`config.mk`:
```
export PLATFORM = sky130hd
export DESIGN_NAME = msh_ram
export DESIGN_NICKNAME = d
export VERILOG_FILES = /design/src/rtl/msh_ram.sv
export SDC_FILE = /design/constraint.sdc
export NUM_CORES = 2
export LEC_CHECK = 0
export ABC_AREA = 1
export BUFFER_PORTS_ARGS = -buffer_cell sky130_fd_sc_hd__buf_2
export CORE_ASPECT_RATIO = 1.25
export CORE_MARGIN = 8
export CORE_UTILIZATION = 42
export DETAILED_ROUTE_END_ITERATION = 6
export HOLD_SLACK_MARGIN = 0.08
export PLACE_DENSITY_LB_ADDON = 0.2
export SYNTH_ARGS = -nofsm -noshare
export SYNTH_HDL_FRONTEND = slang
export SYNTH_SLANG_ARGS = --single-unit
```
`constraint.sdc`:
```
create_clock -name clk -period 4 [get_ports clk]
set_clock_uncertainty 0.1 [all_clocks]
set_input_delay 0 -clock clk [delete_from_list [all_inputs] [get_ports clk]]
set_output_delay 0 -clock clk [all_outputs]
set_load 0.005 [all_outputs]
```
`src/rtl/msh_ram.sv`:
```
`timescale 1ns / 1ps
module msh_ram #(
  parameter int WIDTH = 32,
  parameter int DEPTH = 64
) (
  input  logic                     clk,
  input  logic                     we,
  input  logic [$clog2(DEPTH)-1:0] waddr,
  input  logic [WIDTH-1:0]         wdata,
  input  logic [$clog2(DEPTH)-1:0] raddr,
  output logic [WIDTH-1:0]         rdata
);
  logic [WIDTH-1:0] mem [DEPTH];
  always_ff @(posedge clk) begin
    if (we) mem[waddr] <= wdata;
    rdata <= mem[raddr];
  end
endmodule

```
==> impl_metrics.csv <==
group,metric,value,unit
run_status,status,"finished clean",
drt,post_drt_wl_per_cell,26.4,um
drt,vias,54200,
worst_setup_path,worstPathArrival,4.27,ns
cells_and_area,mostFrequentLayoutCells,"2248 x nand2_1, 2048 x edfxtp_1, 1907 x nand3_1",
floorplanning,die_width,413,um
place,dp_cells,9185,
place,place_area,86800,um2
clocking,post_cts_buffers,0,
flow_run,cap_violations,0,
synth,yosysTopAreaCellShare,0.743,
floorplanning,rows,182,
drt,viasPerCell,5.65,
timing,rsz0062_at_grt,"no",
synth,syn_area,82700,um2
grt,gr-total-overflow,0,
timing,slew_headroom,0.222,
floorplanning,core,196000,um2
pwr,vdd_ir_drop_max,487,uV
synth,synthCells,6769,
clocking,clock-sinks,2080,
worst_setup_path,crit_path_start_kind,"primary input",
cells_and_area,fin_cells,9604,
floorplanning,fp.dieH,512,um
drt,ant_nets,0,
worst_setup_path,worstPathMaxFanout,87,
grt,antenna_found_initial,6,
drt,drt-initial-drc-count,6117,
synth,ys_seq_elements,2080,
synth,synth_ff_type,"edfxtp_1",
hold_path,hold_depth,4,
synth,synth_top_cells_by_area,"edfxtp_1 74%, nand3_1 12%, nand2_1 10%, buf_2 1.7%, dfxtp_1 0.77%",
place,io_buffer_count,77,
synth,ys_types,16,
drt,drt_wl_total,253,mm
cells_and_area,nFillCells,17300,
timing,fin_crit,3.67,ns
cells_and_area,nNetsFinal,6904,
cells_and_area,layout_commonest_cell,"nand2_1",
pwr,total_power,45.4,mW
clocking,htree_levels,4,
pwr,power.leakage,32.7,nW
drt,dr.pass1.iters,6,
timing,worst_pin_slew,1.17,ns
worst_setup_path,reg2reg_setup_slack,1.09,ns
drt,drc,0,
synth,async_reset_ff_frac,0,
timing,setup_violations,0,
timing,fmax,272,MHz
cells_and_area,fin_util,0.477,
clocking,postCtsResizedCells,0,
floorplanning,start_util,0.422,
cells_and_area,area_growth_syn_to_layout,13.1,%
hold_path,holdCritPathClass,"in2reg",
synth,syn-num-nets,6815,
worst_setup_path,critPathCaptureType,"flip-flop",
place,gp_congestion,0.818,
clocking,cts_tree,"built",
synth,synth_largest_area_cell,"edfxtp_1",
clocking,path_clk_slew,0.06,ns
grt,grt_usage,0.233,
cells_and_area,drive_gt1_frac,0.0905,
worst_setup_path,required,4.59,ns
synth,synth_edf_count,2048,
grt,grt_first_pass_wirelength,364,mm
place,hpwl,135,mm
cells_and_area,final_area,93600,um2
worst_setup_path,worst-setup-path-type,"in2reg",
timing,finalMaxSlewViolations,0,
cells_and_area,multiInputGateArea,18800,um2
synth,syn_area_per_cell,12.2,um2
synth,ys_warn_count,0,
grt,grt_pass1_vias,51700,
timing,finalCritPeriodShare,0.918,
worst_setup_path,ff2ff_path_depth,11,
grt,grt_max_degree,175,
floorplanning,die_area,212000,um2
cells_and_area,regArea,62100,um2
clocking,numCtsBuffers,194,
pwr,power_density,485,nW/um2
clocking,insertion_delay,0.83,ns
floorplanning,ios,78,
synth,seq_area_frac_synth,0.751,
timing,finalHoldViolations,0,
clocking,clock_path_buffers,3,
clocking,cts-root-buf,"clkbuf_16",
timing,timing.hold.ws,0.153,ns
## cells by family after synthesis
family                 after synthesis  synth area share
buffers and inverters              461            0.0278
DFF                               2080             0.751
and+or+nand+nor                   4228             0.221
## critical path: stages
cell and delay [ns]:
dlygate4sd3_1 0.58, buf_8 0.27, inv_8 0.61, buf_12 0.31, nand3_1 0.12, nand3_1 0.10, nand3_1 0.09, dlygate4sd3_1 0.56
nand3_1 0.09, dlygate4sd3_1 0.57, nand2_1 0.05, dlygate4sd3_1 0.58, nand2_1 0.06, nand2_1 0.05
## final cells by class
class | instances | area share
clock buffer | 257 | 0.0578
timing repair buffer | 342 | 0.0334
multi-input combinational | 4228 | 0.201
sequential | 2080 | 0.664
clock inverter | 101 | 0.00870
tap | 2576 | 0.0344
antenna | 8 | 0.000214
inverter | 12 | 0.000882
## flip-flops by register name, indices dropped and copies added, names as in the netlist
register and cells:
rdata 32, mem 2048
## per-layer routing
layer / routed length [um] / part of all wire / GRT usage
met3: 19000 / 0.075 / 0.0369
met4: 10000 / 0.040 / 0.0873
met2: 120000 / 0.48 / 0.381
met5: 8 / 0.000032 / 0
met1: 104000 / 0.41 / 0.314
## report_power, final
group	leakage [nW]	switching (mW)	internal, mW	total [mW]
sequential	18.7	0.0992	24.1	24.2
clock	3.05	7.95	10.3	18.3
combinational	11.0	2.21	0.724	2.94
## cell usage after synthesis (3+ instances only)
library cell  count
buf_1            40
buf_2           282
buf_4            45
buf_6             3
clkbuf_1         77
dfxtp_1          32
edfxtp_1       2048
inv_1             9
nand2_1        2248
nand3_1        1907
nand4_1           9
nor2_1           56
nor4_1            8
## stage by stage
step / TNS [ns] / setup WS, ns
6_report: 0 / 0.329
5_1_grt: 0 / 0.214
4_1_cts: 0 / 0.451
3_5_place_dp: 0 / 0.873
3_3_place_gp: 0 / 0.856
2_1_floorplan: -58.88 / -0.230
## what timing repair did
| action | CTS | global route |
|---|---|---|
| hold buffers | 53 | 0 |
| setup endpoints to repair | 0 | 0 |
| hold endpoints to repair | 2492 | 0 |
## worst paths after layout
check / to / from
max: rdata[21] / raddr[1]
min: mem[50][16] / waddr[4]
max reg2reg: rdata[21] / mem[7][21]
min reg2reg: rdata[29] / mem[4][29]
No activity file was read; power rests on OpenSTA's default activity.
